===== src/design/keyed_record_table_unit_defines.svh =====
// assertion macros for the keyed record table unit
`ifndef KEYED_RECORD_TABLE_UNIT_DEFINES_SVH
`define KEYED_RECORD_TABLE_UNIT_DEFINES_SVH
`ifndef NO_ASSERTIONS
`define KRT_ASSERT(label, clk, rst, prop, msg) \
  label: assert property (@(posedge clk) disable iff (rst) prop) else $error(msg);
`define KRT_ASSERT_NEXT(label, clk, rst, pre, post, msg) \
  label: assert property (@(posedge clk) disable iff (rst) pre |=> post) else $error(msg);
`else
`define KRT_ASSERT(label, clk, rst, prop, msg)
`define KRT_ASSERT_NEXT(label, clk, rst, pre, post, msg)
`endif
`endif


===== src/design/krt_pkg.sv =====
// shared types and constants for the keyed record table unit
`default_nettype none

package krt_pkg;

  localparam int NAME_W   = 64;
  localparam int SALARY_W = 31;

  typedef enum logic [1:0] {
    ACT_INSERT = 2'd0,
    ACT_LIST   = 2'd1,
    ACT_DELETE = 2'd2,
    ACT_SEARCH = 2'd3
  } action_t;

  typedef enum logic [2:0] {
    ST_RECORD   = 3'd0,
    ST_STORED   = 3'd1,
    ST_FULL     = 3'd2,
    ST_DELETED  = 3'd3,
    ST_EMPTY    = 3'd4,
    ST_NOTFOUND = 3'd5
  } status_t;

  typedef enum logic [1:0] {
    S_IDLE,
    S_CHECK,
    S_FINISH
  } state_t;

  typedef struct packed {
    action_t             action;
    logic [NAME_W-1:0]   first_name;
    logic [NAME_W-1:0]   surname;
    logic [SALARY_W-1:0] salary;
  } req_t;

  typedef struct packed {
    status_t             status;
    logic [NAME_W-1:0]   out_first_name;
    logic [NAME_W-1:0]   out_surname;
    logic [SALARY_W-1:0] out_salary;
    logic                last;
  } res_t;

  typedef struct packed {
    logic [NAME_W-1:0]   first_name;
    logic [NAME_W-1:0]   surname;
    logic [SALARY_W-1:0] salary;
  } rec_t;

  typedef struct packed {
    logic rd_en;
    logic wr_en;
  } ram_ctl_t;

endpackage

`default_nettype wire


===== src/design/krt_ram.sv =====
// generic single-write, single-read ram with registered read data
`default_nettype none

module krt_ram #(
  parameter int WIDTH = 8,
  parameter int DEPTH = 16,
  localparam int AW = (DEPTH > 1) ? $clog2(DEPTH) : 1
) (
  input  wire logic                 clk,
  input  wire logic                 wr_en,
  input  wire logic [AW-1:0]        waddr,
  input  wire logic [WIDTH-1:0]     wdata,
  input  wire logic                 rd_en,
  input  wire logic [AW-1:0]        raddr,
  output logic      [WIDTH-1:0]     rdata
);

  logic [WIDTH-1:0] mem [DEPTH];

  always_ff @(posedge clk) begin
    if (wr_en) begin
      mem[waddr] <= wdata;
    end
    if (rd_en) begin
      rdata <= mem[raddr];
    end
  end

endmodule

`default_nettype wire


===== src/design/krt_seq.sv =====
// slot scan sequencer: valid marks, key compare, record hold and result push
`default_nettype none
`include "keyed_record_table_unit_defines.svh"

module krt_seq import krt_pkg::*; #(
  parameter int TABLE_DEPTH = 16,
  parameter int NAME_CHARS  = 8,
  localparam int IDX_W = (TABLE_DEPTH > 1) ? $clog2(TABLE_DEPTH) : 1
) (
  input  wire logic            clk,
  input  wire logic            rst,
  input  wire logic            req_valid,
  output logic                 req_stall,
  input  wire req_t            req,
  output ram_ctl_t             ram_ctl,
  output logic [IDX_W-1:0]     waddr,
  output rec_t                 wdata,
  output logic [IDX_W-1:0]     raddr,
  input  wire rec_t            rdata,
  output logic                 res_valid,
  output res_t                 res,
  input  wire logic            res_ok
);

  localparam logic [IDX_W-1:0] LAST_IDX = IDX_W'(TABLE_DEPTH - 1);

  function automatic logic [NAME_W-1:0] norm_name(input logic [NAME_W-1:0] v);
    logic [NAME_W-1:0] r;
    logic              alive;
    logic [7:0]        b;
    r     = '0;
    alive = 1'b1;
    for (int i = 0; i < 8; i++) begin
      b = v[56-8*i +: 8];
      if (i >= NAME_CHARS || b == 8'd0) begin
        alive = 1'b0;
      end
      if (alive) begin
        r[56-8*i +: 8] = b;
      end
    end
    return r;
  endfunction

  state_t               state;
  state_t               state_next;
  logic [IDX_W-1:0]     cnt;
  action_t              act;
  rec_t                 key;
  rec_t                 pend;
  logic                 pend_valid;
  logic                 found;
  logic [TABLE_DEPTH-1:0] slot_valid;

  logic cur_v;
  logic key_eq;
  logic hit;
  logic del_hit;
  logic hold;
  logic ins_free;
  logic at_last;
  logic accept;

  assign accept   = req_valid && !req_stall;
  assign cur_v    = slot_valid[cnt];
  assign key_eq   = rdata.surname == key.surname;
  assign hit      = cur_v && (act == ACT_LIST || (act == ACT_SEARCH && key_eq));
  assign del_hit  = cur_v && act == ACT_DELETE && key_eq;
  assign at_last  = cnt == LAST_IDX;
  assign hold     = state == S_CHECK && hit && pend_valid && !res_ok;
  assign ins_free = state == S_CHECK && act == ACT_INSERT && !cur_v;

  // next state
  always_comb begin
    state_next = state;
    unique case (state)
      S_IDLE: begin
        if (accept) begin
          state_next = S_CHECK;
        end
      end
      S_CHECK: begin
        if (!hold && (ins_free || at_last)) begin
          state_next = S_FINISH;
        end
      end
      S_FINISH: begin
        if (res_ok) begin
          state_next = S_IDLE;
        end
      end
      default: state_next = S_IDLE;
    endcase
  end

  // outputs
  always_comb begin
    req_stall     = 1'b1;
    ram_ctl.rd_en = 1'b0;
    ram_ctl.wr_en = 1'b0;
    raddr         = '0;
    waddr         = cnt;
    wdata         = key;
    res_valid     = 1'b0;
    res           = '0;
    res.status    = ST_RECORD;
    unique case (state)
      S_IDLE: begin
        req_stall     = 1'b0;
        ram_ctl.rd_en = req_valid;
      end
      S_CHECK: begin
        ram_ctl.wr_en = ins_free;
        ram_ctl.rd_en = !hold && !ins_free && !at_last;
        raddr         = cnt + IDX_W'(1);
        if (hit && pend_valid && res_ok) begin
          res_valid          = 1'b1;
          res.out_first_name = pend.first_name;
          res.out_surname    = pend.surname;
          res.out_salary     = pend.salary;
        end
      end
      S_FINISH: begin
        res_valid = res_ok;
        res.last  = 1'b1;
        unique case (act)
          ACT_INSERT: res.status = found ? ST_STORED : ST_FULL;
          ACT_LIST:   res.status = pend_valid ? ST_RECORD : ST_EMPTY;
          ACT_SEARCH: res.status = pend_valid ? ST_RECORD : ST_NOTFOUND;
          ACT_DELETE: res.status = found ? ST_DELETED : ST_EMPTY;
          default:    res.status = ST_EMPTY;
        endcase
        if (pend_valid) begin
          res.out_first_name = pend.first_name;
          res.out_surname    = pend.surname;
          res.out_salary     = pend.salary;
        end
      end
      default: begin
        req_stall = 1'b1;
      end
    endcase
  end

  always_ff @(posedge clk) begin
    if (rst) begin
      state      <= S_IDLE;
      slot_valid <= '0;
      pend_valid <= 1'b0;
      found      <= 1'b0;
      cnt        <= '0;
    end else begin
      state <= state_next;
      if (accept) begin
        cnt        <= '0;
        found      <= 1'b0;
        pend_valid <= 1'b0;
      end else if (state == S_CHECK && !hold) begin
        if (hit) begin
          pend_valid <= 1'b1;
        end
        if (del_hit) begin
          slot_valid[cnt] <= 1'b0;
        end
        if (act == ACT_DELETE && cur_v) begin
          found <= 1'b1;
        end
        if (ins_free) begin
          slot_valid[cnt] <= 1'b1;
          found           <= 1'b1;
        end else if (!at_last) begin
          cnt <= cnt + IDX_W'(1);
        end
      end
    end
  end

  always_ff @(posedge clk) begin
    if (accept) begin
      act            <= req.action;
      key.first_name <= norm_name(req.first_name);
      key.surname    <= norm_name(req.surname);
      key.salary     <= req.salary;
    end
    if (state == S_CHECK && !hold && hit) begin
      pend <= rdata;
    end
  end

  `KRT_ASSERT(a_write_free_slot, clk, rst, ram_ctl.wr_en |-> !slot_valid[waddr], "insert into occupied slot")
  `KRT_ASSERT_NEXT(a_write_marks, clk, rst, ram_ctl.wr_en, slot_valid[$past(waddr)], "insert not marked valid")
  `KRT_ASSERT(a_push_room, clk, rst, res_valid |-> res_ok, "result pushed into busy output")
  `KRT_ASSERT(a_status_last, clk, rst, (res_valid && res.status != ST_RECORD) |-> res.last, "status result without last")

endmodule

`default_nettype wire


===== src/design/keyed_record_table_unit.sv =====
// keyed record table unit top level: ram, sequencer and output register
//
// A table of TABLE_DEPTH records (first name, surname key, salary) kept in a
// single-port-read ram with one valid flip-flop per slot. Each request scans
// the slots one per cycle through the ram read port, unless a found record
// waits on a stalled output: insert stops at the first free slot, list,
// delete and search walk the whole table. The unit takes one request at a
// time. Records leave in slot order and the final result of each request
// carries last.
`default_nettype none

module keyed_record_table_unit import krt_pkg::*; #(
  parameter int TABLE_DEPTH = 16,
  parameter int NAME_CHARS  = 8
) (
  input  wire logic clk,
  input  wire logic rst,
  input  wire logic req_valid,
  output logic      req_stall,
  input  wire req_t req,
  output logic      res_valid,
  input  wire logic res_stall,
  output res_t      res
);

  localparam int IDX_W = (TABLE_DEPTH > 1) ? $clog2(TABLE_DEPTH) : 1;

  ram_ctl_t         ram_ctl;
  logic [IDX_W-1:0] waddr;
  logic [IDX_W-1:0] raddr;
  rec_t             wdata;
  rec_t             rdata;
  logic             push;
  res_t             push_res;
  logic             res_ok;

  krt_ram #(
    .WIDTH ($bits(rec_t)),
    .DEPTH (TABLE_DEPTH)
  ) u_ram (
    .clk   (clk),
    .wr_en (ram_ctl.wr_en),
    .waddr (waddr),
    .wdata (wdata),
    .rd_en (ram_ctl.rd_en),
    .raddr (raddr),
    .rdata (rdata)
  );

  krt_seq #(
    .TABLE_DEPTH (TABLE_DEPTH),
    .NAME_CHARS  (NAME_CHARS)
  ) u_seq (
    .clk       (clk),
    .rst       (rst),
    .req_valid (req_valid),
    .req_stall (req_stall),
    .req       (req),
    .ram_ctl   (ram_ctl),
    .waddr     (waddr),
    .wdata     (wdata),
    .raddr     (raddr),
    .rdata     (rdata),
    .res_valid (push),
    .res       (push_res),
    .res_ok    (res_ok)
  );

  assign res_ok = !res_valid || !res_stall;

  always_ff @(posedge clk) begin
    if (rst) begin
      res_valid <= 1'b0;
    end else if (push) begin
      res_valid <= 1'b1;
    end else if (!res_stall) begin
      res_valid <= 1'b0;
    end
  end

  always_ff @(posedge clk) begin
    if (push) begin
      res <= push_res;
    end
  end

endmodule

`default_nettype wire


===== config.mk =====
export PLATFORM = sky130hd
export DESIGN_NAME = keyed_record_table_unit
export DESIGN_NICKNAME = d
export VERILOG_FILES = /design/src/design/krt_pkg.sv /design/src/design/krt_ram.sv /design/src/design/krt_seq.sv /design/src/design/keyed_record_table_unit.sv
export VERILOG_INCLUDE_DIRS = /design/src /design/src/design
export SDC_FILE = /design/constraint.sdc
export NUM_CORES = 2
export LEC_CHECK = 0
export ABC_AREA = 1
export BUFFER_PORTS_ARGS = -buffer_cell sky130_fd_sc_hd__buf_2
export CAP_MARGIN = 5
export CELL_PAD_IN_SITES_DETAIL_PLACEMENT = 0
export CELL_PAD_IN_SITES_GLOBAL_PLACEMENT = 2
export CORE_MARGIN = 5
export CORE_UTILIZATION = 40
export CTS_BUF_LIST = sky130_fd_sc_hd__clkbuf_8
export DETAILED_ROUTE_END_ITERATION = 12
export PLACE_DENSITY = 0.69
export REMOVE_ABC_BUFFERS = 1
export SYNTH_ARGS = -nofsm -noshare
export SYNTH_HDL_FRONTEND = slang
export SYNTH_SLANG_ARGS = --single-unit

===== constraint.sdc =====
create_clock -name clk -period 17.48 [get_ports clk]
set_input_delay 1.748 -clock clk [delete_from_list [all_inputs] [get_ports clk]]
set_output_delay 1.748 -clock clk [all_outputs]
set_load 0.05 [all_outputs]

; Word level (Yosys, flattened, before mapping)
; Memories as Yosys holds them, arrays and structs flattened. A register that Yosys moved wholly into a read port is not among the register bits.
; Index checks and enable logic that the tools add are counted.
[op_classes]
n_bitwise = 6
n_reduce_logical = 53
muxes = 66
multipliers = 0
n_lt_le_gt_ge = 2
div_mod_pow = 0
shifts = 0
add_sub_neg = 1
n_eq_ne = 11
[ops]
columns = operator, count
row1 = two-way mux 159 bit, 2
row2 = one-hot mux 159 bit (2 select lines), 1
row3 = zero test 8 bit, 16
row4 = two-way mux 16 bit, 5
row5 = equality test 64 bit, 1
row6 = two-way mux 1 bit, 44
row7 = logical AND 1 bit, 18
row8 = AND 16 bit, 1
row9 = NOT 16 bit, 1
row10 = bitwise OR 16 bit, 1
row11 = one-hot mux 3 bit (4 select lines), 1
row12 = two-way mux 3 bit, 3
row13 = two-way mux 2 bit, 4
row14 = zero test 1 bit, 7
row15 = equality test 2 bit (second input constant), 3
row16 = != test 2 x 1 -> 1 bit (second input constant), 3
row17 = one-hot mux 2 bit (3 select lines), 1
row18 = AND reduction 2 bit, 3
row19 = AND reduction 3 bit, 2
row20 = < comparator 4 x 5 -> 1 bit (second input constant), 1
row21 = adder 4 x 1 -> 4 bit (second input constant), 1
row22 = binary-select mux 1 bit (select 4 bit), 1
row23 = demux 1 bit (select 4 bit), 1
row24 = equality test 2 x 1 -> 1 bit (second input constant), 2
row25 = other kinds (10), 16
[totals]
mem_count = 1
ramBits = 2544
elab_cells = 172
regBits = 508
latchBits = 0
mem_bits_ro = 0
[mem_list]
columns = name, depth, word_bits, read_ports, rd_ports_with_merged_regs, wr, line
row1 = u_ram.mem, 16, 159, 1, 1, 1, krt_ram.sv:18  ; logic [WIDTH-1:0] mem [DEPTH];

; Logic depth before layout (Yosys ltp)
[logic_depth]
depth_word = 17
mapped_depth = 18
mapped_depth_nobuf = 16

; Modules after synthesis
; A second synthesis with hierarchy kept.
[unflattened]
cells_unflattened = 11374
hier_area_um2 = 130580.2
[modules_own_cells]
columns = mod, n_inst, seq_area_each_um2, area_each_um2, cells_each
row1 = krt_ram, 1, 81167.8, 110279.5, 9664
row2 = krt_seq, 1, 10089.7, 15367.2, 1543
row3 = keyed_record_table_unit, 1, 4914.7, 4933.5, 167

; Worst setup path after synthesis
; OpenSTA, ideal clock, no wires.
[synth_timing]
kind = input -> register
from = in res_stall
to = reg res[0] (netlist bit) (enable)
slack_ps = 8069
arrival_ps = 8724
setup_time_ps = 687
n_path_buf = 0
stages = 3
cell_sequence = nand2_1 inv_1 nor2_1
[synth_via]
elab_chain_cells = 5
[synth_rtl]
columns = element, line
row1 = "start, declared", keyed_record_table_unit.sv:22  ; input wire logic res_stall,
row2 = zero test 1 bit *, --
row3 = logical OR 1 bit *, keyed_record_table_unit.sv:69  ; assign res_ok = !res_valid || !res_stall;
row4 = logical AND 1 bit, krt_seq.sv:116  ; if (hit && pend_valid && res_ok) begin
row5 = two-way mux 1 bit, krt_seq.sv:116
row6 = one-hot mux 1 bit (2 select lines) *, krt_seq.sv:107  ; unique case (state)
row7 = named net push, keyed_record_table_unit.sv:33  ; logic push;
row8 = "end signal, assigned", keyed_record_table_unit.sv:83  ; res <= push_res;
row9 = "end, declared", keyed_record_table_unit.sv:23  ; output res_t res
; The timed path passes the listed nets; every way through them passes the cells marked *.
; A chain may end at the register's enable or synchronous reset.

; Worst setup path in the final report
[layout_timing]
from = reg u_seq.cnt[0] (netlist: u_seq.waddr[0])
to = reg u_ram.rdata[65] (read register of u_ram.mem), data pin
[layout_via]
elab_chain_cells = 10
elab_cells_between_ends = 17
[layout_rtl]
columns = element, line
row1 = "start, declared", krt_seq.sv:47  ; logic [IDX_W-1:0] cnt;
row2 = "start signal, assigned", krt_seq.sv:172  ; cnt <= cnt + IDX_W'(1);
row3 = binary-select mux 1 bit (select 4 bit), krt_seq.sv:65  ; assign cur_v = slot_valid[cnt];
row4 = two-way mux 1 bit (implied by the code), krt_seq.sv:65
row5 = logical AND 1 bit, krt_seq.sv:67  ; assign hit = cur_v && (act == ACT_LIST || (act == ACT_SEARCH && key_eq));
row6 = logical AND 1 bit (3 in series), krt_seq.sv:70  ; assign hold = state == S_CHECK && hit && pend_valid && !res_ok;
row7 = zero test 1 bit, krt_seq.sv:114  ; ram_ctl.rd_en = !hold && !ins_free && !at_last;
row8 = logical AND 1 bit (2 in series), krt_seq.sv:114
row9 = one-hot mux 1 bit (2 select lines), krt_seq.sv:107
row10 = "end, declared", krt_ram.sv:15  ; output logic [WIDTH-1:0] rdata
; Several ways; a longest one is shown, not always the timed one. The select of a mux whose other input is x is not followed.

==> out/metrics.cfg <==
[logic_synthesis]
synthArstFlopShare_pct=0
ys_seq_area_share_pct=78.3
ys_top_cells_by_area=edfxtp_1 78%, nor2_1 3.4%, nand2_1 2.2%, o22ai_1 2.1%, a21oi_1 1.9%
synth.most_common_cell=edfxtp_1
synth_top_area_share_pct=77.9
synth_area_leader_cell=edfxtp_1
synth_seq_cells=3211
yosys-top-cells-count=3186 x edfxtp_1, 1101 x nor2_1, 725 x nand2_1
synth_edf_count=3186
syn-cell-area_um2=123000
yosys_warnings=0
syn_avg_cell_area_um2=14.7
synthFlopType=edfxtp_1
syn_inst=8364
synth_cell_types=45

[detailed_routing]
via_per_inst=5.56
first_pass_iters=5
detail_route.wl_per_cell_um=26.7
detail-route-antenna-nets=0
drc=0
wl_mm=356
drt_iter0_drc=7136
vias=73900

[placed_design]
dp_hpwl_mm=170
io_buffers=329
gp_congestion=0.749
placed_cell_area_um2=129000
place_inst=12400

[global_route]
grt_usage_pct=21.6
grt_max_degree=222
antenna_found_initial=8
grt_overflow=0
grt_pass1_vias=73500
grt_pass1_wl_mm=513

[clocking]
cts_root_buf=clkbuf_8
cts_tree=done
post_cts.repair.setup_buffers=0
cts.htree.levels=6
cts.sinks=3211
path_clk_slew_ns=0.06
cts_made_buffers=548
clk_path_buf_depth=4
post_cts_resized=0
hold_buffers=0
clk_latency_ns=1.16

[finish]
fin_area_um2=138000
syn2layout_area_growth_pct=12.6
layout.nets=8976
postLayoutCoreUtil_pct=45.2
layout-drive-gt1-share_pct=13.8
final_cells=13300

[sta]
fin_crit_ns=6.28
hold_violations=0
timing.fmax_mhz=159
finClkSkew_ns=0.0631
slew-limit-headroom_pct=7.20
finalCritPeriodShare_pct=35.9
rsz0062_at_grt=false
tightest_slew_ns=1.39
drv_slew=0
worst_hold_slack_ns=0.384
setup_violations=0

[hold_path]
hold_class=flop to flop

[setup_path]
ff2ff_setup_slack_ns=11.20
worstPathRequired_ns=18.42
critPathCaptureType=flop
critical_path_class=flop to flop
critPathArrivalTime_ns=7.22
start_kind=flop
crit_fanout=192

[pwr]
pwr-share-comb_pct=18.5
leakagePower_uw=0.0457
power_density_nw_per_um2=142
p_switching_uw=6200
p_sw_share_pct=31.5
p_int_uw=13500
power.clock.fraction_pct=31.4
vdd.ir_drop.worst_uv=93.7
pwr-share-seq_pct=50.1

[die]
core_um2=306000
rows=203
start_util_pct=40.2
dieArea_um2=318000
dieHeight_um=564
io_pins=330
die_w_um=564

[flow_run]
maxCapViolCount=0

[status]
status=complete, no violations

## power groups by stage
stage                     registers, µW  logic, µW  clock network (µW)
after floorplan                    9960       2730                   0
after global placement             9980       3620                   0
after detailed placement           9990       3660                   0
after CTS                          9850       3670                6350
after global routing               9900       4000                6700
final                              9850       3640                6180
## metal layers
metal	vias to the layer above	track usage (%)	wire length, µm
met2	2752	34.2	166000
met1	38000	31.6	161000
met5	-	0	13
li1	32600	-	-
met3	461	3.39	22600
met4	2	4.99	6660
## critical path, stage by stage, from the launching register on
cell	delay [ns]
dfxtp_1	0.76
inv_8	0.37
ha_1	0.53
nand2_8	0.30
inv_8	0.79
buf_12	0.59
buf_4	0.84
buf_4	0.88
a21oi_1	0.08
a221oi_1	0.30
o21ai_0	0.14
o21ai_1	0.14
## placed cells by master, fill, tap and decap left out, types with 12 or more instances in the layout
| cell type | count |
|---|---|
| clkinv_2 | 41 |
| inv_1 | 570 |
| a21oi_1 | 456 |
| clkinvlp_4 | 14 |
| a22oi_1 | 160 |
| o21ai_0 | 358 |
| nand2_1 | 724 |
| a31oi_1 | 39 |
| a221oi_1 | 156 |
| clkbuf_8 | 557 |
| o32ai_1 | 40 |
| nor2_1 | 1084 |
| buf_12 | 18 |
| a221o_1 | 86 |
| nand3_1 | 12 |
| o21ai_1 | 64 |
| nor2_4 | 122 |
| nor4_1 | 19 |
| buf_4 | 113 |
| nor3_1 | 49 |
| o22ai_1 | 407 |
| nand4_1 | 13 |
| o311ai_0 | 170 |
| inv_8 | 13 |
| clkinv_1 | 114 |
| buf_2 | 329 |
| o211ai_1 | 140 |
| dfxtp_1 | 25 |
| edfxtp_1 | 3186 |
| o221ai_1 | 20 |
## through the flow
stage          power [µW]  setup WS [ns]  TNS (ns)
2_1_floorplan       12700         -14.73  -2306.25
4_1_cts             19900          11.08         0
3_5_place_dp        13700          11.16         0
3_3_place_gp        13600          11.18         0
5_1_grt             20600          10.68         0
6_report            19700          11.20         0
## final timing paths
path	start	endpoint	cells after the start
worst min register to register	u_ram.rdata[11]	u_seq.pend[11]	0
worst max register to register	u_seq.waddr[0]	u_ram.rdata[65]	11
worst max-delay path	u_seq.waddr[0]	u_ram.rdata[65]	11
worst min-delay path	u_ram.rdata[11]	u_seq.pend[11]	0
## registers in the layout, indices dropped and copies added (netlist names), named ones only
signal / flops
u_ram.mem: 2544
res: 163
u_ram.rdata: 159
u_seq.pend: 159
u_seq.wdata: 159
u_seq.slot_valid: 15
u_seq.waddr: 4
u_seq.act: 2
u_seq.state: 2
res_valid: 1
u_seq.found: 1
u_seq.pend_valid: 1
## cells by family after synthesis
kind of cell,count (synthesis),share of synthesized area [%]
flops,3211,78.3
xor+xnor,10,0.0713
fa+ha+maj,7,0.0713
buf+inv,981,3.32
simple gates,2051,7.09
compound gates,2104,11.2
## layout make-up
type	instances	area, µm²
fillers	27500	167000
flip-flops and latches	3211	96200
multi-input cells	4172	22800
clock buffers	557	7670
well taps	4100	5130
repair buffers	460	2860
clock inverters	380	2080
inverters	411	1600
diodes	8	20.0
Power figures use the tool's default switching activity.
